$ cat src/rtl/core/lqwd_pkg.sv
// Package for the largest-queue work dispatcher: codes, default sizes and the
// structs shared between the stream cells and the top level. No dependencies.
`timescale 1ns / 1ps
`default_nettype none

package lqwd_pkg;

  localparam int NUM_STREAMS_DEF = 16;
  localparam int NUM_DEVICES_DEF = 4;
  localparam int COUNT_BITS_DEF  = 16;

  // Widest index and count that any legal parameter setting needs.
  localparam int IDX_MAX_BITS = 8;
  localparam int CNT_MAX_BITS = 32;

  localparam logic [4:0] STREAMS_IN_USE_RST = 5'd16;

  localparam logic KIND_UPDATE  = 1'b0;
  localparam logic KIND_REQUEST = 1'b1;

  localparam logic [1:0] OUTCOME_ASSIGN   = 2'd0;
  localparam logic [1:0] OUTCOME_RETRY    = 2'd1;
  localparam logic [1:0] OUTCOME_SHUTDOWN = 2'd2;

  // Running result of a scan, handed from one stream cell to the next.
  typedef struct packed {
    logic                    valid;
    logic                    found;
    logic                    any_busy;
    logic [CNT_MAX_BITS-1:0] best_count;
    logic [IDX_MAX_BITS-1:0] best_idx;
  } scan_t;

  // Commands broadcast from the controller to every stream cell.
  typedef struct packed {
    logic                    wr_en;
    logic [IDX_MAX_BITS-1:0] wr_idx;
    logic [CNT_MAX_BITS-1:0] wr_cnt;
    logic                    clr_en;
    logic [IDX_MAX_BITS-1:0] clr_idx;
    logic                    set_en;
    logic [IDX_MAX_BITS-1:0] set_idx;
  } cell_ctl_t;

endpackage

`default_nettype wire

$ cat src/rtl/core/lqwd_ifs.sv
// Channel interfaces of the largest-queue work dispatcher: request input,
// result output and configuration write. No dependencies.
`timescale 1ns / 1ps
`default_nettype none

interface lqwd_in_if;
  logic        valid;
  logic        ready;
  logic        kind;
  logic [3:0]  stream_index;
  logic [15:0] queued_count;
  logic [1:0]  device_index;

  modport source (output valid, kind, stream_index, queued_count, device_index,
                  input ready);
  modport sink (input valid, kind, stream_index, queued_count, device_index,
                output ready);
endinterface

interface lqwd_out_if;
  logic       valid;
  logic       ready;
  logic [1:0] target_device;
  logic [1:0] outcome;
  logic [3:0] assigned_stream;
  logic       last_result;

  modport source (output valid, target_device, outcome, assigned_stream, last_result,
                  input ready);
  modport sink (input valid, target_device, outcome, assigned_stream, last_result,
                output ready);
endinterface

interface lqwd_cfg_if;
  logic       valid;
  logic       ready;
  logic [4:0] data;

  modport source (output valid, data, input ready);
  modport sink (input valid, data, output ready);
endinterface

`default_nettype wire

$ cat src/rtl/core/lqwd_cell.sv
// One stream cell: holds a stream's queued count and busy flag and folds
// itself into the scan result passing by. Depends on lqwd_pkg.
`timescale 1ns / 1ps
`default_nettype none

module lqwd_cell #(
  parameter int IDX        = 0,
  parameter int COUNT_BITS = lqwd_pkg::COUNT_BITS_DEF
) (
  input  wire                       clk,
  input  wire                       rst_n,
  input  wire logic [4:0]           streams_in_use,
  input  wire lqwd_pkg::cell_ctl_t  ctl,
  input  wire lqwd_pkg::scan_t      scan_in,
  output lqwd_pkg::scan_t           scan_out
);

  localparam logic [lqwd_pkg::IDX_MAX_BITS-1:0] IdxSel = lqwd_pkg::IDX_MAX_BITS'(IDX);
  localparam logic [8:0]                        IdxNum = 9'(IDX);

  logic [COUNT_BITS-1:0] count_r;
  logic                  busy_r;
  lqwd_pkg::scan_t       scan_r;
  lqwd_pkg::scan_t       scan_nxt;
  logic [lqwd_pkg::CNT_MAX_BITS-1:0] count_ext;
  logic                  better;

  assign count_ext = lqwd_pkg::CNT_MAX_BITS'(count_r);
  // Strict compare keeps the lowest index on ties, since lower cells go first.
  assign better = (IdxNum < 9'(streams_in_use)) && !busy_r &&
                  (count_ext > scan_in.best_count);

  always_comb begin
    scan_nxt          = scan_in;
    scan_nxt.any_busy = scan_in.any_busy | busy_r;
    if (better) begin
      scan_nxt.found      = 1'b1;
      scan_nxt.best_count = count_ext;
      scan_nxt.best_idx   = IdxSel;
    end
  end

  always_ff @(posedge clk) begin
    if (!rst_n) begin
      count_r      <= '0;
      busy_r       <= 1'b0;
      scan_r.valid <= 1'b0;
    end else begin
      if (ctl.wr_en && (ctl.wr_idx == IdxSel)) begin
        count_r <= ctl.wr_cnt[COUNT_BITS-1:0];
      end
      if (ctl.set_en && (ctl.set_idx == IdxSel)) begin
        busy_r <= 1'b1;
      end else if (ctl.clr_en && (ctl.clr_idx == IdxSel)) begin
        busy_r <= 1'b0;
      end
      scan_r.valid <= scan_in.valid;
    end
    scan_r.found      <= scan_nxt.found;
    scan_r.any_busy   <= scan_nxt.any_busy;
    scan_r.best_count <= scan_nxt.best_count;
    scan_r.best_idx   <= scan_nxt.best_idx;
  end

  assign scan_out = scan_r;

endmodule

`default_nettype wire

$ cat src/rtl/core/largest_queue_work_dispatcher.sv
// Top level of the largest-queue work dispatcher: controller, device table
// and the chain of stream cells. Depends on lqwd_pkg, lqwd_ifs and lqwd_cell.
// Update transaction: produces no result.
// Request transaction: the scan walks the chain one cell per cycle, and the
// result follows once the scan leaves the last cell; a shutdown then
// delivers NUM_DEVICES results, one per output transaction. A new transaction is
// taken only after the last result is accepted and the controller is idle again.
// Synchronous active-low reset clears counts, busy flags, hold-valid flags; default count width is 16.
`timescale 1ns / 1ps
`default_nettype none

module largest_queue_work_dispatcher #(
  parameter int NUM_STREAMS = lqwd_pkg::NUM_STREAMS_DEF,
  parameter int NUM_DEVICES = lqwd_pkg::NUM_DEVICES_DEF,
  parameter int COUNT_BITS  = lqwd_pkg::COUNT_BITS_DEF
) (
  input wire clk,
  input wire rst_n,
  lqwd_in_if.sink     in_ch,
  lqwd_out_if.source  out_ch,
  lqwd_cfg_if.sink    cfg_ch
);

  localparam int IW = $clog2(NUM_STREAMS);
  localparam int DW = (NUM_DEVICES > 1) ? $clog2(NUM_DEVICES) : 1;
  localparam logic [DW-1:0] LastDev = DW'(NUM_DEVICES - 1);

  typedef enum logic [1:0] {S_IDLE, S_SCAN, S_RESULT, S_SHUT} state_t;

  state_t                state_r;
  logic [4:0]            streams_in_use_r;
  logic                  start_r;
  logic [DW-1:0]         dev_r;
  logic [DW-1:0]         sd_cnt_r;
  logic [IW-1:0]         holds_r [NUM_DEVICES];
  logic [NUM_DEVICES-1:0] hv_r;

  logic                  out_valid_r;
  logic [1:0]            target_r;
  logic [1:0]            outcome_r;
  logic [3:0]            stream_r;
  logic                  last_r;

  lqwd_pkg::scan_t       chain [NUM_STREAMS+1];
  lqwd_pkg::cell_ctl_t   ctl;

  logic                  in_acc;
  logic                  req_ok;
  logic [DW-1:0]         dsel;
  logic [31:0]           qc_ext;
  logic [7:0]            sd_ext;
  lqwd_pkg::scan_t       res;

  assign in_ch.ready = (state_r == S_IDLE);
  assign cfg_ch.ready = 1'b1;
  assign in_acc = in_ch.valid && in_ch.ready;
  assign req_ok = in_acc && (in_ch.kind == lqwd_pkg::KIND_REQUEST) &&
                  (32'(in_ch.device_index) < NUM_DEVICES);
  assign dsel   = DW'(in_ch.device_index);
  assign qc_ext = 32'(in_ch.queued_count);
  assign sd_ext = 8'(sd_cnt_r);
  assign res    = chain[NUM_STREAMS];

  always_comb begin
    ctl.wr_en   = in_acc && (in_ch.kind == lqwd_pkg::KIND_UPDATE);
    ctl.wr_idx  = lqwd_pkg::IDX_MAX_BITS'(in_ch.stream_index);
    ctl.wr_cnt  = lqwd_pkg::CNT_MAX_BITS'(qc_ext[COUNT_BITS-1:0]);
    ctl.clr_en  = req_ok && hv_r[dsel];
    ctl.clr_idx = lqwd_pkg::IDX_MAX_BITS'(holds_r[dsel]);
    ctl.set_en  = (state_r == S_SCAN) && res.valid && res.found;
    ctl.set_idx = res.best_idx;
  end

  // The scan enters the chain in the cycle after the request is accepted, once the released
  // stream is already idle.
  always_comb begin
    chain[0]            = '0;
    chain[0].valid      = start_r;
  end

  for (genvar i = 0; i < NUM_STREAMS; i++) begin : g_cell
    lqwd_cell #(
      .IDX        (i),
      .COUNT_BITS (COUNT_BITS)
    ) u_cell (
      .clk            (clk),
      .rst_n          (rst_n),
      .streams_in_use (streams_in_use_r),
      .ctl            (ctl),
      .scan_in        (chain[i]),
      .scan_out       (chain[i+1])
    );
  end

  always_ff @(posedge clk) begin
    if (!rst_n) begin
      state_r          <= S_IDLE;
      streams_in_use_r <= lqwd_pkg::STREAMS_IN_USE_RST;
      start_r          <= 1'b0;
      hv_r             <= '0;
      out_valid_r      <= 1'b0;
      sd_cnt_r         <= '0;
    end else begin
      start_r <= 1'b0;
      if (cfg_ch.valid && cfg_ch.ready) begin
        streams_in_use_r <= cfg_ch.data;
      end
      unique case (state_r)
        S_IDLE: begin
          if (req_ok) begin
            hv_r[dsel] <= 1'b0;
            dev_r      <= dsel;
            start_r    <= 1'b1;
            state_r    <= S_SCAN;
          end
        end
        S_SCAN: begin
          if (res.valid) begin
            out_valid_r <= 1'b1;
            priority if (res.found) begin
              holds_r[dev_r] <= res.best_idx[IW-1:0];
              hv_r[dev_r]    <= 1'b1;
              target_r       <= 2'(dev_r);
              outcome_r      <= lqwd_pkg::OUTCOME_ASSIGN;
              stream_r       <= res.best_idx[3:0];
              last_r         <= 1'b1;
              state_r        <= S_RESULT;
            end else if (res.any_busy) begin
              target_r  <= 2'(dev_r);
              outcome_r <= lqwd_pkg::OUTCOME_RETRY;
              stream_r  <= '0;
              last_r    <= 1'b1;
              state_r   <= S_RESULT;
            end else begin
              sd_cnt_r  <= '0;
              target_r  <= '0;
              outcome_r <= lqwd_pkg::OUTCOME_SHUTDOWN;
              stream_r  <= '0;
              last_r    <= (LastDev == '0);
              state_r   <= S_SHUT;
            end
          end
        end
        S_RESULT: begin
          if (out_ch.ready) begin
            out_valid_r <= 1'b0;
            state_r     <= S_IDLE;
          end
        end
        S_SHUT: begin
          if (out_ch.ready) begin
            if (sd_cnt_r == LastDev) begin
              out_valid_r <= 1'b0;
              state_r     <= S_IDLE;
            end else begin
              sd_cnt_r <= sd_cnt_r + 1'b1;
              last_r   <= ((sd_cnt_r + 1'b1) == LastDev);
            end
          end
        end
        default: state_r <= S_IDLE;
      endcase
    end
  end

  assign out_ch.valid           = out_valid_r;
  assign out_ch.target_device   = (state_r == S_SHUT) ? sd_ext[1:0] : target_r;
  assign out_ch.outcome         = outcome_r;
  assign out_ch.assigned_stream = stream_r;
  assign out_ch.last_result     = last_r;

endmodule

`default_nettype wire
$ cat src/flat_wrapper.sv
// flat-port wrapper written by rule: the top's interface ports become plain ports
module largest_queue_work_dispatcher_flat 
#(
  parameter int NUM_STREAMS = lqwd_pkg::NUM_STREAMS_DEF,
  parameter int NUM_DEVICES = lqwd_pkg::NUM_DEVICES_DEF,
  parameter int COUNT_BITS  = lqwd_pkg::COUNT_BITS_DEF
)
  (clk, rst_n, in_ch_valid, in_ch_kind, in_ch_stream_index, in_ch_queued_count, in_ch_device_index, in_ch_ready, out_ch_valid, out_ch_target_device, out_ch_outcome, out_ch_assigned_stream, out_ch_last_result, out_ch_ready, cfg_ch_valid, cfg_ch_data, cfg_ch_ready);
  lqwd_in_if in_ch_i ();
  lqwd_out_if out_ch_i ();
  lqwd_cfg_if cfg_ch_i ();
  input wire clk;
  input wire rst_n;
  input wire logic [$bits(in_ch_i.valid)-1:0] in_ch_valid;
  input wire logic [$bits(in_ch_i.kind)-1:0] in_ch_kind;
  input wire logic [$bits(in_ch_i.stream_index)-1:0] in_ch_stream_index;
  input wire logic [$bits(in_ch_i.queued_count)-1:0] in_ch_queued_count;
  input wire logic [$bits(in_ch_i.device_index)-1:0] in_ch_device_index;
  output wire logic [$bits(in_ch_i.ready)-1:0] in_ch_ready;
  output wire logic [$bits(out_ch_i.valid)-1:0] out_ch_valid;
  output wire logic [$bits(out_ch_i.target_device)-1:0] out_ch_target_device;
  output wire logic [$bits(out_ch_i.outcome)-1:0] out_ch_outcome;
  output wire logic [$bits(out_ch_i.assigned_stream)-1:0] out_ch_assigned_stream;
  output wire logic [$bits(out_ch_i.last_result)-1:0] out_ch_last_result;
  input wire logic [$bits(out_ch_i.ready)-1:0] out_ch_ready;
  input wire logic [$bits(cfg_ch_i.valid)-1:0] cfg_ch_valid;
  input wire logic [$bits(cfg_ch_i.data)-1:0] cfg_ch_data;
  output wire logic [$bits(cfg_ch_i.ready)-1:0] cfg_ch_ready;
  assign in_ch_i.valid = in_ch_valid;
  assign in_ch_i.kind = in_ch_kind;
  assign in_ch_i.stream_index = in_ch_stream_index;
  assign in_ch_i.queued_count = in_ch_queued_count;
  assign in_ch_i.device_index = in_ch_device_index;
  assign in_ch_ready = in_ch_i.ready;
  assign out_ch_valid = out_ch_i.valid;
  assign out_ch_target_device = out_ch_i.target_device;
  assign out_ch_outcome = out_ch_i.outcome;
  assign out_ch_assigned_stream = out_ch_i.assigned_stream;
  assign out_ch_last_result = out_ch_i.last_result;
  assign out_ch_i.ready = out_ch_ready;
  assign cfg_ch_i.valid = cfg_ch_valid;
  assign cfg_ch_i.data = cfg_ch_data;
  assign cfg_ch_ready = cfg_ch_i.ready;
  largest_queue_work_dispatcher #(.NUM_STREAMS(NUM_STREAMS), .NUM_DEVICES(NUM_DEVICES), .COUNT_BITS(COUNT_BITS)) u_core (.clk(clk), .rst_n(rst_n), .in_ch(in_ch_i), .out_ch(out_ch_i), .cfg_ch(cfg_ch_i));
endmodule
$ cat config.mk
export PLATFORM = sky130hd
export DESIGN_NAME = largest_queue_work_dispatcher_flat
export DESIGN_NICKNAME = d
export VERILOG_FILES = /design/src/rtl/core/lqwd_pkg.sv /design/src/rtl/core/lqwd_ifs.sv /design/src/rtl/core/lqwd_cell.sv /design/src/rtl/core/largest_queue_work_dispatcher.sv /design/src/flat_wrapper.sv
export SDC_FILE = /design/constraint.sdc
export NUM_CORES = 1
export LEC_CHECK = 0
export BUFFER_PORTS_ARGS = -buffer_cell sky130_fd_sc_hd__clkbuf_2
export CORE_ASPECT_RATIO = 1.25
export CORE_MARGIN = 2
export CORE_UTILIZATION = 30
export CTS_BUF_LIST = sky130_fd_sc_hd__clkbuf_4 sky130_fd_sc_hd__clkbuf_8 sky130_fd_sc_hd__clkbuf_16
export DETAILED_ROUTE_END_ITERATION = 8
export PLACE_DENSITY = 0.47
export SLEW_MARGIN = 20
export SYNTH_ARGS = -nofsm -noshare
export SYNTH_HDL_FRONTEND = slang
export SYNTH_SLANG_ARGS = --single-unit
$ cat constraint.sdc
create_clock -name clk -period 5.2 [get_ports clk]
set_input_delay 1.04 -clock clk [delete_from_list [all_inputs] [get_ports clk]]
set_output_delay 1.04 -clock clk [all_outputs]
set_load 0.02 [all_outputs]
==> results.rst, run 1 <==
.. list-table::
   :header-rows: 1

   * - Metric
     - Value
   * - Register Area
     - 0.01330 mm²
   * - Power spent charging and discharging nets
     - 3.068 mW
   * - Largest cells by area after synthesis
     - dfxtp_1 (42%), ha_1 (10%), nand2_1 (6.7%)
   * - Placed cell count
     - 4406
   * - Count of vias placed by the detailed router
     - 21610
   * - 1st-iter DRT viols
     - roughly 1200
   * - Initial DRT Pass Iterations
     - 5
   * - Count of state elements after synthesis
     - 651
   * - Area share of xor/xnor cells in the synthesized design
     - 0%
   * - Critical path start-end classification
     - reg2reg
   * - Total inserted antenna cells
     - 0
   * - WP data required
     - 5720 ps
   * - Share of synthesized area occupied by flip-flops and latches
     - ~45%
   * - Relative area change from synthesis to final layout
     - 13.02%
   * - Overflow left after global routing
     - 0
   * - RSZ-0062 raised after global routing
     - false
   * - Post-synthesis simple-gate area fraction
     - 15.70%
   * - Achievable clock frequency
     - around 300 MHz
   * - Number of setup violations in the final report
     - 0
   * - Area of the multi-input gates
     - 0.01445 mm²
   * - Initial antenna violation count
     - 6
   * - Net total in the final layout
     - 3453
   * - Post-Synthesis Cell Area
     - 0.02959 mm²
   * - Worst r2r path cells
     - 8
   * - Clock tree skew after final layout
     - 29.11 ps
   * - Hold path endpoint
     - u_core.g_cell[0].u_cell.scan_out[40]
   * - Syn Nets
     - 3474
   * - Time the final worst path needs with I/O delays and setup
     - 3277 ps
   * - Combinational power share
     - between 10% and 20%
   * - Ys async rst share
     - 0%
   * - Number of distinct library cells after synthesis
     - 59
   * - Max-slew headroom at the worst pin
     - about a quarter
   * - DP Worst Slack
     - 1564 ps
   * - Hold Startpoint
     - u_core.g_cell[0].u_cell.busy_r
   * - Destination of the worst register-to-register timing path
     - u_core.g_cell[9].u_cell.scan_out[19]
   * - Routability congestion estimate from global placement
     - 0.7879
   * - Sum of negative setup slack
     - 0 ps
   * - Final cycle utilization of the critical path
     - 63.01%
   * - Worst skew pair latency
     - 630 ps
   * - Count of warnings emitted by yosys
     - 0
   * - Die Ht
     - 355.1 µm
   * - Cell count after synthesis
     - 3199
   * - Count of max-cap constraint violations
     - 0
   * - Endpoint class of the critical path
     - register
   * - Effective utilization at floorplan
     - 30.29%
   * - Total routed wirelength
     - between 80 and 90 mm
   * - Standard cell core area
     - 0.09769 mm²
   * - Combined buffer and inverter count along the critical path
     - 2
   * - Gate family responsible for the most delay along the worst path
     - compound AO/OA/AOI/OAI gates
   * - Detailed-placement wirelength estimate
     - 57.88 mm
   * - Power share of the sequential group
     - 46.7%
   * - Worst reg2reg path startpoint
     - u_core.g_cell[8].u_cell.scan_out[22]
   * - Die Outline Area
     - 0.1012 mm²
   * - Number of global-route vias before repair
     - 21460
   * - Count of input and output buffers
     - 43
   * - Clock Tree Buf Depth
     - 3
   * - Residual antenna-violating net count after detailed routing
     - 0
   * - Share of total power in the clock network
     - 42.4%
   * - Number of placement rows
     - 128
   * - Critical Path Fanout Max
     - 28
   * - Filler-free cell count of the finished design
     - between 4000 and 5000
   * - Measured slew at the worst slew-check pin
     - 1118 ps
   * - Mean post-synth cell area
     - 9.250 µm²
   * - Arrival time at the worst endpoint
     - 3800 ps
   * - Maximum number of pins on one net before global-route repair
     - 207
   * - Outcome
     - complete, no violations
   * - Proportion of synthesized area in mux cells
     - 7.184%
   * - First-pass GRT wire length
     - 131.1 mm
   * - Number of buffers added to fix hold violations after cts
     - 0
   * - Routed len/inst
     - 19.04 µm
   * - Cell chosen for the clock root
     - clkbuf_16
   * - Slowest stage delay, CP
     - 1010 ps
   * - Number of sinks handled by clock tree synthesis
     - about 650
   * - Top flip-flop cell by instance count after synthesis
     - dfxtp_1
   * - Crit path max-delay cell type
     - a221o_1
   * - Start point of the critical path
     - u_core.g_cell[8].u_cell.scan_out[22]
   * - Clk pin slew, worst setup/hold paths
     - 60 ps
   * - Htree depth
     - 3
   * - Highest-count cells in the layout ignoring fill and taps
     - dfxtp_1 (624), nand2_1 (529), inv_1 (313), ha_1 (242), a21boi_0 (241)
   * - Area fraction in compound gates after synthesis
     - 15.39%
   * - Post-synthesis cell type with the largest combined area
     - dfxtp_1
   * - Final hold violations
     - 0
   * - Setup Fix Bufs, Post-CTS
     - 0
   * - Number of slew-limit violations in the final report
     - 0
   * - Startpoint type of the worst setup path
     - register
   * - Width of the die
     - between 200 and 300 µm
   * - Via-per-instance ratio
     - 4.777
   * - Power density normalized to cell area
     - 351.2 mW/mm²
   * - Final-layout fill cell count
     - 10080
   * - Peak supply drop
     - 0.1991 mV
   * - CTS tree
     - done
   * - Layout cells sized above 1
     - 13.65%
   * - Internal cell power
     - roughly 8.7 mW
   * - Worst setup slack for register-to-register paths
     - between 1500 and 2000 ps
   * - DRC violation count after routing
     - 0
   * - Design area
     - roughly 0.033 mm²
   * - Most common cell after layout, fill and taps aside
     - dfxtp_1
   * - Synthesized-area fraction occupied by adder cells
     - 10.23%
   * - Class of the tightest hold or removal check
     - reg2reg
   * - Post-detailed-placement cell area
     - 0.03114 mm²
   * - All-Layer GR Usage
     - 16.86%
   * - Number of instances on the worst hold path
     - 0
   * - Post-CTS sizing
     - 0
   * - Cell breakdown of the critical path
     - inv_1 -> ha_1 -> nand4_1 -> nor4_1 -> a221o_1 -> buf_4 -> a32oi_1 -> o31ai_1
   * - PnR worst setup slack
     - between 1500 and 2000 ps
   * - Fraction of power spent switching nets
     - 26.12%
   * - Largest family of logic cells by synthesized area
     - simple AND/OR/NAND/NOR gates
   * - Leakage
     - 12.48 nW
   * - Post-route worst hold slack
     - 382.2 ps
   * - Num CTS Buffers
     - 70
   * - Synth top area share
     - 42.21%
   * - Top Ports
     - 45
   * - Count of flip-flops with a built-in enable after synthesis
     - 27
==> state kept, by name (all words and copies together) (netlist names), 2 cells and up <==
signal,count
u_core.g_cell.u_cell.scan_out,337
u_core.g_cell.u_cell.count_r,256
u_core.g_cell.u_cell.busy_r,16
u_core.holds_r,16
u_core.streams_in_use_r,5
u_core.hv_r,4
u_core.out_ch.assigned_stream,4
u_core.dev_r,2
u_core.out_ch.outcome,2
u_core.sd_cnt_r,2
u_core.state_r,2
u_core.target_r,2
==> worst reg2reg max path, delay by kind of cell (launching register included) <==
| kind | cells | cell delay (ps) |
|---|---|---|
| fa+ha+maj | 1 | 290 |
| compound gates | 3 | 1190 |
| simple gates | 2 | 960 |
| buf+inv | 2 | 390 |
| flops | 1 | 350 |
==> area by class of cell <==
cell class                 count  area share, %
clock buffer                  94          6.057
clock inverter                23         0.7781
inverter                     313          3.513
multi-input combinational   2050          43.22
sequential                   651          39.77
tap                         1300          4.863
timing repair buffer          92          1.799
==> stage by stage <==
step	util, %	power, mW
global placement	31.88	6.901
finish	34.24	11.74
floorplan	-	6.354
CTS	34.22	11.93
detailed placement	31.88	6.889
global route	34.24	12.24
==> kinds of logic (layout without fill, tap and decap cells) <==
kind of cell	after synthesis	count (layout)
buf+inv	498	522
compound gates	640	640
other cells	1	1
fa+ha+maj	242	242
simple gates	981	981
mux	186	186
flops	651	651
==> Yosys cell counts, types with 6 or more instances <==
cell / n
o31ai_1: 68
clkbuf_1: 134
nand3_1: 69
buf_1: 12
o21a_1: 14
a31oi_1: 12
nor2b_1: 52
a21o_1: 8
inv_1: 313
edfxtp_1: 27
nor2_1: 44
a2111o_1: 6
nand2b_1: 13
nand4_1: 44
or2_2: 46
a2bb2oi_1: 7
a32oi_1: 64
a21boi_0: 241
o21bai_1: 15
nor3_1: 28
o21ai_0: 46
o21ai_1: 7
dfxtp_1: 624
nor4_1: 79
nand3b_1: 8
mux2i_1: 20
buf_2: 34
o211ai_1: 22
and2_1: 43
nand2_1: 529
a21oi_1: 104
ha_1: 242
mux2_2: 161
==> worst max path at each step <==
stage,to,slack (ps),cells past startpoint
after floorplan,u_core.holds_r[2][0],2350,5
after global placement,u_core.g_cell[13].u_cell.count_r[6],1620,6
after detailed placement,u_core.g_cell[13].u_cell.count_r[15],1560,6
after CTS,u_core.g_cell[5].u_cell.scan_out[21],1790,7
after global routing,u_core.g_cell[6].u_cell.scan_out[23],1710,8
final,u_core.g_cell[9].u_cell.scan_out[19],1920,8
==> per-layer routing <==
layer / up-vias / GRT usage [%] / part of all wire, %
met3: 110 / 2.385 / 3.4
li1: 10970 / - / -
met1: 10210 / 20.50 / 44
met5: - / 0 / 0.028
met2: 316 / 30.22 / 50
met4: 4 / 5.979 / 3.1
==> power groups by stage <==
| stage | logic, mW | clock network [mW] | registers [mW] |
|---|---|---|---|
| 2_1_floorplan | 0.877 | 0 | 5.48 |
| 3_3_place_gp | 1.29 | 0 | 5.61 |
| 3_5_place_dp | 1.28 | 0 | 5.61 |
| 4_1_cts | 1.29 | 5.15 | 5.50 |
| 5_1_grt | 1.38 | 5.34 | 5.51 |
| 6_report | 1.27 | 4.98 | 5.49 |
Note: power is estimated with default switching activity, not from simulation.
==> run 2: changes to the inputs <==
--- a/config.mk
+++ b/config.mk
@@ -11,7 +11,7 @@
 export CORE_UTILIZATION = 30
 export CTS_BUF_LIST = sky130_fd_sc_hd__clkbuf_4 sky130_fd_sc_hd__clkbuf_8 sky130_fd_sc_hd__clkbuf_16
 export DETAILED_ROUTE_END_ITERATION = 8
-export PLACE_DENSITY = 0.47
+export PLACE_DENSITY = 0.49
 export SLEW_MARGIN = 20
 export SYNTH_ARGS = -nofsm -noshare
 export SYNTH_HDL_FRONTEND = slang
==> constraint.sdc (replaced) <==
create_clock -name clk -period 3 [get_ports clk]
set_input_delay 0.6 -clock clk [delete_from_list [all_inputs] [get_ports clk]]
set_output_delay 0.6 -clock clk [all_outputs]
set_load 0.02 [all_outputs]
==> run 2 against run 1 <==
Against the previous run: utilization rose by 0.87 points; non-clock buffer count rose by 61; maximum frequency rose by 17%; critical path type unchanged; critical endpoint is now u_core.g_cell[7].u_cell.scan_out[19].
==> results.rst, run 2 (synthesized netlist as in run 1, its figures left out) <==
.. list-table::
   :header-rows: 1

   * - Metric
     - Value
   * - Peak supply drop
     - 0.4154 mV (was 0.1991 mV)
   * - Number of placement rows
     - 128 (unchanged)
   * - WP data required
     - 3500 ps (was 5720 ps)
   * - Startpoint type of the worst setup path
     - register (unchanged)
   * - Highest-count cells in the layout ignoring fill and taps
     - dfxtp_1 (624), nand2_1 (529), inv_1 (313), ha_1 (242), a21boi_0 (241) (unchanged)
   * - Routed len/inst
     - 18.89 µm (was 19.04 µm)
   * - Residual antenna-violating net count after detailed routing
     - 0 (unchanged)
   * - Total inserted antenna cells
     - 0 (unchanged)
   * - DP Worst Slack
     - -79.72 ps (was 1564 ps)
   * - Sum of negative setup slack
     - 0 ps (unchanged)
   * - Layout cells sized above 1
     - 15.64% (was 13.65%)
   * - Number of sinks handled by clock tree synthesis
     - 651 (unchanged)
   * - Power density normalized to cell area
     - 620.9 mW/mm² (was 351.2 mW/mm²)
   * - Number of setup violations in the final report
     - 0 (unchanged)
   * - Time the final worst path needs with I/O delays and setup
     - 2793 ps (was 3277 ps)
   * - Power share of the sequential group
     - 44.6% (was 46.7%)
   * - Overflow left after global routing
     - 0 (unchanged)
   * - Leakage
     - 12.93 nW (was 12.48 nW)
   * - Initial DRT Pass Iterations
     - 5 (unchanged)
   * - Fraction of power spent switching nets
     - 25.11% (was 26.12%)
   * - Final hold violations
     - 0 (unchanged)
   * - Routability congestion estimate from global placement
     - 0.8050 (was 0.7879)
   * - Tot Pwr
     - 21.29 mW (was 11.74 mW)
   * - Die Ht
     - 355.1 µm (unchanged)
   * - Number of slew-limit violations in the final report
     - 0 (unchanged)
   * - Count of vias placed by the detailed router
     - 22160 (was 21610)
   * - Standard cell core area
     - 0.09769 mm² (unchanged)
   * - Htree depth
     - 3 (unchanged)
   * - Effective utilization at floorplan
     - 30.29% (unchanged)
   * - Critical path start-end classification
     - reg2reg (unchanged)
   * - Total routed wirelength
     - 86.73 mm (was 86.11 mm)
   * - Placed cell count
     - 4467 (was 4406)
   * - Width of the die
     - 284.9 µm (unchanged)
   * - Outcome
     - complete, no violations (unchanged)
   * - Internal cell power
     - 15.95 mW (was 8.677 mW)
   * - Achievable clock frequency
     - 358.0 MHz (was 305.2 MHz)
   * - Max-slew headroom at the worst pin
     - 32.48% (was 25.44%)
   * - Share of total power in the clock network
     - 44.5% (was 42.4%)
   * - Num CTS Buffers
     - 68 (was 70)
   * - Detailed-placement wirelength estimate
     - 59.59 mm (was 57.88 mm)
   * - Net total in the final layout
     - 3512 (was 3453)
   * - Design area
     - 0.03429 mm² (was 0.03345 mm²)
   * - Power spent charging and discharging nets
     - 5.346 mW (was 3.068 mW)
   * - Combinational power share
     - 10.9% (about the same)
   * - Cell chosen for the clock root
     - clkbuf_16 (unchanged)
   * - Via-per-instance ratio
     - 4.825 (was 4.777)
   * - Worst skew pair latency
     - 630 ps (about the same)
   * - Initial antenna violation count
     - 4 (was 6)
   * - 1st-iter DRT viols
     - 1249 (was 1246)
   * - Clk pin slew, worst setup/hold paths
     - 60 ps (about the same)
   * - Measured slew at the worst slew-check pin
     - 1013 ps (was 1118 ps)
   * - Post-route worst hold slack
     - 277.0 ps (was 382.2 ps)
   * - Maximum number of pins on one net before global-route repair
     - 102 (was 207)
   * - Count of input and output buffers
     - 43 (unchanged)
   * - RSZ-0062 raised after global routing
     - false (unchanged)
   * - Endpoint class of the critical path
     - register (unchanged)
   * - Number of global-route vias before repair
     - 21770 (was 21460)
   * - DRC violation count after routing
     - 0 (unchanged)
   * - Relative area change from synthesis to final layout
     - 15.88% (was 13.02%)
   * - All-Layer GR Usage
     - 16.93% (was 16.86%)
   * - Number of flip-flops in the largest register
     - 337 (unchanged)
   * - Class of the tightest hold or removal check
     - in2reg (was reg2reg)
   * - Filler-free cell count of the finished design
     - 4592 (was 4523)
   * - CTS tree
     - done (unchanged)
   * - Die Outline Area
     - 0.1012 mm² (unchanged)
   * - Top Ports
     - 45 (unchanged)
   * - Most common cell after layout, fill and taps aside
     - dfxtp_1 (unchanged)
   * - Final cycle utilization of the critical path
     - 93.10% (was 63.01%)
   * - Core utilization of the finished layout
     - 35.10% (was 34.24%)
   * - Clock Tree Buf Depth
     - 3 (unchanged)
   * - Critical Path Fanout Max
     - 16 (was 28)
   * - Count of max-cap constraint violations
     - 0 (unchanged)
   * - PnR worst setup slack
     - 207.0 ps (was 1923 ps)
   * - First-pass GRT wire length
     - 132.4 mm (was 131.1 mm)
   * - Clock tree skew after final layout
     - 21.77 ps (was 29.11 ps)
   * - Post-detailed-placement cell area
     - 0.03173 mm² (was 0.03114 mm²)
   * - Arrival time at the worst endpoint
     - 3300 ps (was 3800 ps)
==> run 2: area by class of cell <==
| class | instances | area [µm²] |
|---|---|---|
| Tap cell | 1300 | 1627 |
| Timing Repair Buffer | 153 | 1175 |
| Inverter | 313 | 1175 |
| Fill cell | 10030 | 63400 |
| Sequential cell | 651 | 13300 |
| Clock buffer | 99 | 2079 |
| Multi-Input combinational cell | 2050 | 14480 |
| Clock inverter | 26 | 450.4 |
==> run 2: worst max-delay path: stages, from the launching register on <==
cell     delay [ps]
dfxtp_1         340
inv_1            50
ha_1            290
nand4_1         230
nor4_2          510
o21ai_0         190
a31oi_2         360
buf_4           300
mux2_2          390
==> run 2: power by group through the flow <==
stage / sequential, mW / clock, mW / combinational (mW)
final: 9.49 / 9.48 / 2.32
after global placement: 9.70 / 0 / 2.32
after global routing: 9.53 / 10.1 / 2.52
after CTS: 9.51 / 9.75 / 2.34
after floorplan: 9.49 / 0 / 1.52
after detailed placement: 9.70 / 0 / 2.33
==> run 2: worst paths after layout <==
check | start | endpoint | slack (ps) | cells past startpoint
min | cfg_ch_data[4] | u_core.streams_in_use_r[4] | 280 | 3
max | u_core.g_cell[6].u_cell.scan_out[23] | u_core.g_cell[7].u_cell.scan_out[19] | 210 | 8
max reg2reg | u_core.g_cell[6].u_cell.scan_out[23] | u_core.g_cell[7].u_cell.scan_out[19] | 210 | 8
min reg2reg | u_core.g_cell[0].u_cell.scan_out[41] | u_core.g_cell[1].u_cell.scan_out[41] | 400 | 1
==> run 2: metal layers <==
metal	vias up	part of all wire [%]	track usage, %
met5	-	0.043	0
met4	6	1.8	4.513
met3	101	3.2	1.987
met2	319	51	31.25
met1	10630	44	20.67
li1	11100	-	-
==> run 2: timing repair <==
action,in CTS,in global routing
hold buffers,0,0
setup endpoints to repair,13,25
gates resized for setup,2,4
hold endpoints to repair,0,0
setup buffers,0,0
==> run 3: changes to the inputs <==
--- a/config.mk
+++ b/config.mk
@@ -7,11 +7,11 @@
 export LEC_CHECK = 0
 export BUFFER_PORTS_ARGS = -buffer_cell sky130_fd_sc_hd__clkbuf_2
 export CORE_ASPECT_RATIO = 1.25
-export CORE_MARGIN = 2
 export CORE_UTILIZATION = 30
 export CTS_BUF_LIST = sky130_fd_sc_hd__clkbuf_4 sky130_fd_sc_hd__clkbuf_8 sky130_fd_sc_hd__clkbuf_16
 export DETAILED_ROUTE_END_ITERATION = 8
-export PLACE_DENSITY = 0.49
+export GPL_ROUTABILITY_DRIVEN = 1
+export PLACE_DENSITY = 0.47
 export SLEW_MARGIN = 20
 export SYNTH_ARGS = -nofsm -noshare
 export SYNTH_HDL_FRONTEND = slang
==> constraint.sdc (replaced) <==
create_clock -name clk -period 3.6 [get_ports clk]
set_input_delay 0.72 -clock clk [delete_from_list [all_inputs] [get_ports clk]]
set_output_delay 0.72 -clock clk [all_outputs]
set_load 0.02 [all_outputs]
==> run 3 against run 2 <==
Against the previous run: critical path depth decreased by 1; via count decreased by 1.3%; clock skew decreased by 6.5 ps; final area is 1.6% lower; count of clock-buffer cells in the layout increased by 6; combinational power shrank 19%; first-iteration DRC count fell by 15%; power shrank 19%; worst setup slack better by 580 ps; non-clock buffer count is 37 lower; worst hold slack better by 110 ps; critical endpoint is now u_core.g_cell[6].u_cell.scan_out[9]; highest routed layer unchanged.
==> results.rst, run 3 (synthesized netlist as in run 1, its figures left out) <==
.. list-table::
   :header-rows: 1

   * - Metric
     - Value
   * - Outcome
     - complete, no violations (unchanged)
   * - Sum of negative setup slack
     - 0 ps (unchanged)
   * - DP Worst Slack
     - 616.5 ps (was -79.72 ps)
   * - Number of flip-flops in the largest register
     - 337 (unchanged)
   * - Post-CTS sizing
     - 0 (was 2)
   * - 1st-iter DRT viols
     - 1067 (was 1249)
   * - Cell chosen for the clock root
     - clkbuf_16 (unchanged)
   * - Number of slew-limit violations in the final report
     - 0 (unchanged)
   * - Clock Tree Buf Depth
     - 3 (unchanged)
   * - Destination of the worst register-to-register timing path
     - u_core.g_cell[6].u_cell.scan_out[9] (was u_core.g_cell[7].u_cell.scan_out[19])
   * - Routability congestion estimate from global placement
     - 0.8183 (was 0.8050)
   * - Net total in the final layout
     - 3477 (was 3512)
   * - Top Ports
     - 45 (unchanged)
   * - Standard cell core area
     - 0.09753 mm² (was 0.09769 mm²)
   * - Total routed wirelength
     - 87.92 mm (was 86.73 mm)
   * - Overflow left after global routing
     - 0 (unchanged)
   * - Number of global-route vias before repair
     - 21980 (was 21770)
   * - Initial DRT Pass Iterations
     - 6 (was 5)
   * - Start point of the critical path
     - u_core.g_cell[5].u_cell.scan_out[22] (was u_core.g_cell[6].u_cell.scan_out[23])
   * - Achievable clock frequency
     - 355.5 MHz (was 358.0 MHz)
   * - DRC violation count after routing
     - 0 (unchanged)
   * - Count of vias placed by the detailed router
     - 21860 (was 22160)
   * - Critical path start-end classification
     - reg2reg (unchanged)
   * - Global-route track usage on met2
     - 32.41% (was 31.25%)
   * - Worst reg2reg path startpoint
     - u_core.g_cell[5].u_cell.scan_out[22] (was u_core.g_cell[6].u_cell.scan_out[23])
   * - Width of the die
     - 282.9 µm (was 284.9 µm)
   * - Routed len/inst
     - 19.28 µm (was 18.89 µm)
   * - Layout cells sized above 1
     - 14.61% (was 15.64%)
   * - CTS tree
     - done (unchanged)
   * - Combinational power share
     - 10.8% (was 10.9%)
   * - Die Outline Area
     - 0.09991 mm² (was 0.1012 mm²)
   * - Setup Fix Bufs, Post-CTS
     - 0 (unchanged)
   * - Worst skew pair latency
     - 630 ps (about the same)
   * - Fraction of power spent switching nets
     - 26.09% (was 25.11%)
   * - Worst setup slack for register-to-register paths
     - 790 ps (was 210 ps)
   * - Leakage
     - 12.68 nW (was 12.93 nW)
   * - PnR worst setup slack
     - 786.7 ps (was 207.0 ps)
   * - Number of buffers added to fix hold violations after cts
     - 0 (unchanged)
   * - Initial antenna violation count
     - 3 (was 4)
   * - Die Ht
     - 353.1 µm (was 355.1 µm)
   * - Time the final worst path needs with I/O delays and setup
     - 2813 ps (was 2793 ps)
   * - WP data required
     - 4110 ps (was 3500 ps)
   * - Final hold violations
     - 0 (unchanged)
   * - Highest-count cells in the layout ignoring fill and taps
     - dfxtp_1 (624), nand2_1 (529), inv_1 (313), ha_1 (242), a21boi_0 (241) (unchanged)
   * - Number of placement rows
     - 128 (unchanged)
   * - Clk pin slew, worst setup/hold paths
     - 60 ps (about the same)
   * - Power density normalized to cell area
     - 512.5 mW/mm² (was 620.9 mW/mm²)
   * - Power share of the sequential group
     - 45.8% (was 44.6%)
   * - RSZ-0062 raised after global routing
     - false (unchanged)
   * - First-pass GRT wire length
     - 135.5 mm (was 132.4 mm)
   * - Internal cell power
     - 12.79 mW (was 15.95 mW)
   * - Count of input and output buffers
     - 43 (unchanged)
   * - Measured slew at the worst slew-check pin
     - 1040 ps (was 1013 ps)
   * - Total inserted antenna cells
     - 0 (unchanged)
   * - Effective utilization at floorplan
     - 30.34% (was 30.29%)
   * - Critical path capture point
     - u_core.g_cell[6].u_cell.scan_out[9] (was u_core.g_cell[7].u_cell.scan_out[19])
   * - Arrival time at the worst endpoint
     - 3320 ps (was 3300 ps)
   * - Busiest layer in global routing
     - met2 (unchanged)
   * - Peak supply drop
     - 0.2616 mV (was 0.4154 mV)
   * - Num CTS Buffers
     - 70 (was 68)
   * - Detailed-placement wirelength estimate
     - 59.52 mm (was 59.59 mm)
   * - Critical Path Fanout Max
     - 20 (was 16)
   * - Power spent charging and discharging nets
     - 4.515 mW (was 5.346 mW)
   * - Met3 usage
     - 2.080% (was 1.987%)
   * - Final cycle utilization of the critical path
     - 78.15% (was 93.10%)
   * - Number of setup violations in the final report
     - 0 (unchanged)
   * - Global Route met1 Usage
     - 20.62% (was 20.67%)
   * - Maximum number of pins on one net before global-route repair
     - 224 (was 102)
   * - Most common cell after layout, fill and taps aside
     - dfxtp_1 (unchanged)
   * - Htree depth
     - 3 (unchanged)
   * - Count of max-cap constraint violations
     - 0 (unchanged)
   * - Startpoint type of the worst setup path
     - register (unchanged)
   * - Number of sinks handled by clock tree synthesis
     - 651 (unchanged)
   * - Class of the tightest hold or removal check
     - reg2reg (was in2reg)
   * - Relative area change from synthesis to final layout
     - 14.08% (was 15.88%)
   * - Clock tree skew after final layout
     - 15.29 ps (was 21.77 ps)
   * - Max-slew headroom at the worst pin
     - 30.69% (was 32.48%)
   * - All-Layer GR Usage
     - 17.53% (was 16.93%)
   * - Share of total power in the clock network
     - 43.4% (was 44.5%)
   * - Worst r2r path cells
     - 7 (was 8)
   * - Via-per-instance ratio
     - 4.795 (was 4.825)
   * - Endpoint class of the critical path
     - register (unchanged)
   * - Residual antenna-violating net count after detailed routing
     - 0 (unchanged)
-- run 3: cell count changes in the layout (fill, tap and decap cells not counted), sizes merged --
| cell | change |
|---|---|
| buf | -36 |
| bufinv | -7 |
| clkinv | +6 |
| clkbuf | +5 |
| clkinvlp | -1 |
-- run 3: area by class of cell --
type                            count  area [µm²]
Sequential cell                   651       13300
Tap cell                         1300        1627
Inverter                          313        1175
Multi-Input combinational cell   2050       14430
Clock inverter                     24       287.8
Clock buffer                      105        2121
Timing Repair Buffer              116       819.5
Fill cell                        9975       63770
-- run 3: layer usage --
layer	vias up	wire length [µm]	share of wire [%]
met3	128	2464	2.8
met5	-	11	0.013
li1	11030	-	-
met4	2	2471	2.8
met1	10390	37370	42
met2	309	45610	52
-- run 3: power by group through the flow --
stage          Sequential [mW]  Combinational [mW]  Clock [mW]
5_1_grt                   7.96                2.03        8.01
4_1_cts                   7.94                1.91        7.74
3_5_place_dp              8.09                1.90           0
3_3_place_gp              8.10                1.89           0
6_report                  7.92                1.88        7.51
2_1_floorplan             7.91                1.27           0
-- run 3: stage by stage --
step	instance area, µm²	total power, mW	hold slack, ps	std cells	util, %
global route	33760	18.00	400.0	4559	34.61
CTS	33760	17.58	378.3	4559	34.61
finish	33760	17.30	384.2	4559	34.61
floorplan	29590	9.177	351.0	3199	-
detailed placement	31350	9.985	370.6	4430	32.14
global placement	31350	9.996	374.8	4430	32.14
-- run 3: worst max-delay path, stage by stage (launching register included) --
cell	delay, ps
dfxtp_1	340
inv_1	60
ha_1	290
nand4_1	200
nor3_1	250
nand2_1	440
and3_1	650
o31ai_1	450
-- run 3: worst min path at each step --
stage / from / end / cells past startpoint
after global placement: u_core.g_cell[0].u_cell.busy_r / u_core.g_cell[0].u_cell.scan_out[40] / 0
after global routing: u_core.g_cell[0].u_cell.busy_r / u_core.g_cell[0].u_cell.scan_out[40] / 0
final: u_core.g_cell[0].u_cell.busy_r / u_core.g_cell[0].u_cell.scan_out[40] / 0
after floorplan: u_core.g_cell[0].u_cell.busy_r / u_core.g_cell[0].u_cell.scan_out[40] / 0
after CTS: u_core.g_cell[0].u_cell.busy_r / u_core.g_cell[0].u_cell.scan_out[40] / 0
after detailed placement: u_core.g_cell[0].u_cell.busy_r / u_core.g_cell[0].u_cell.scan_out[40] / 0
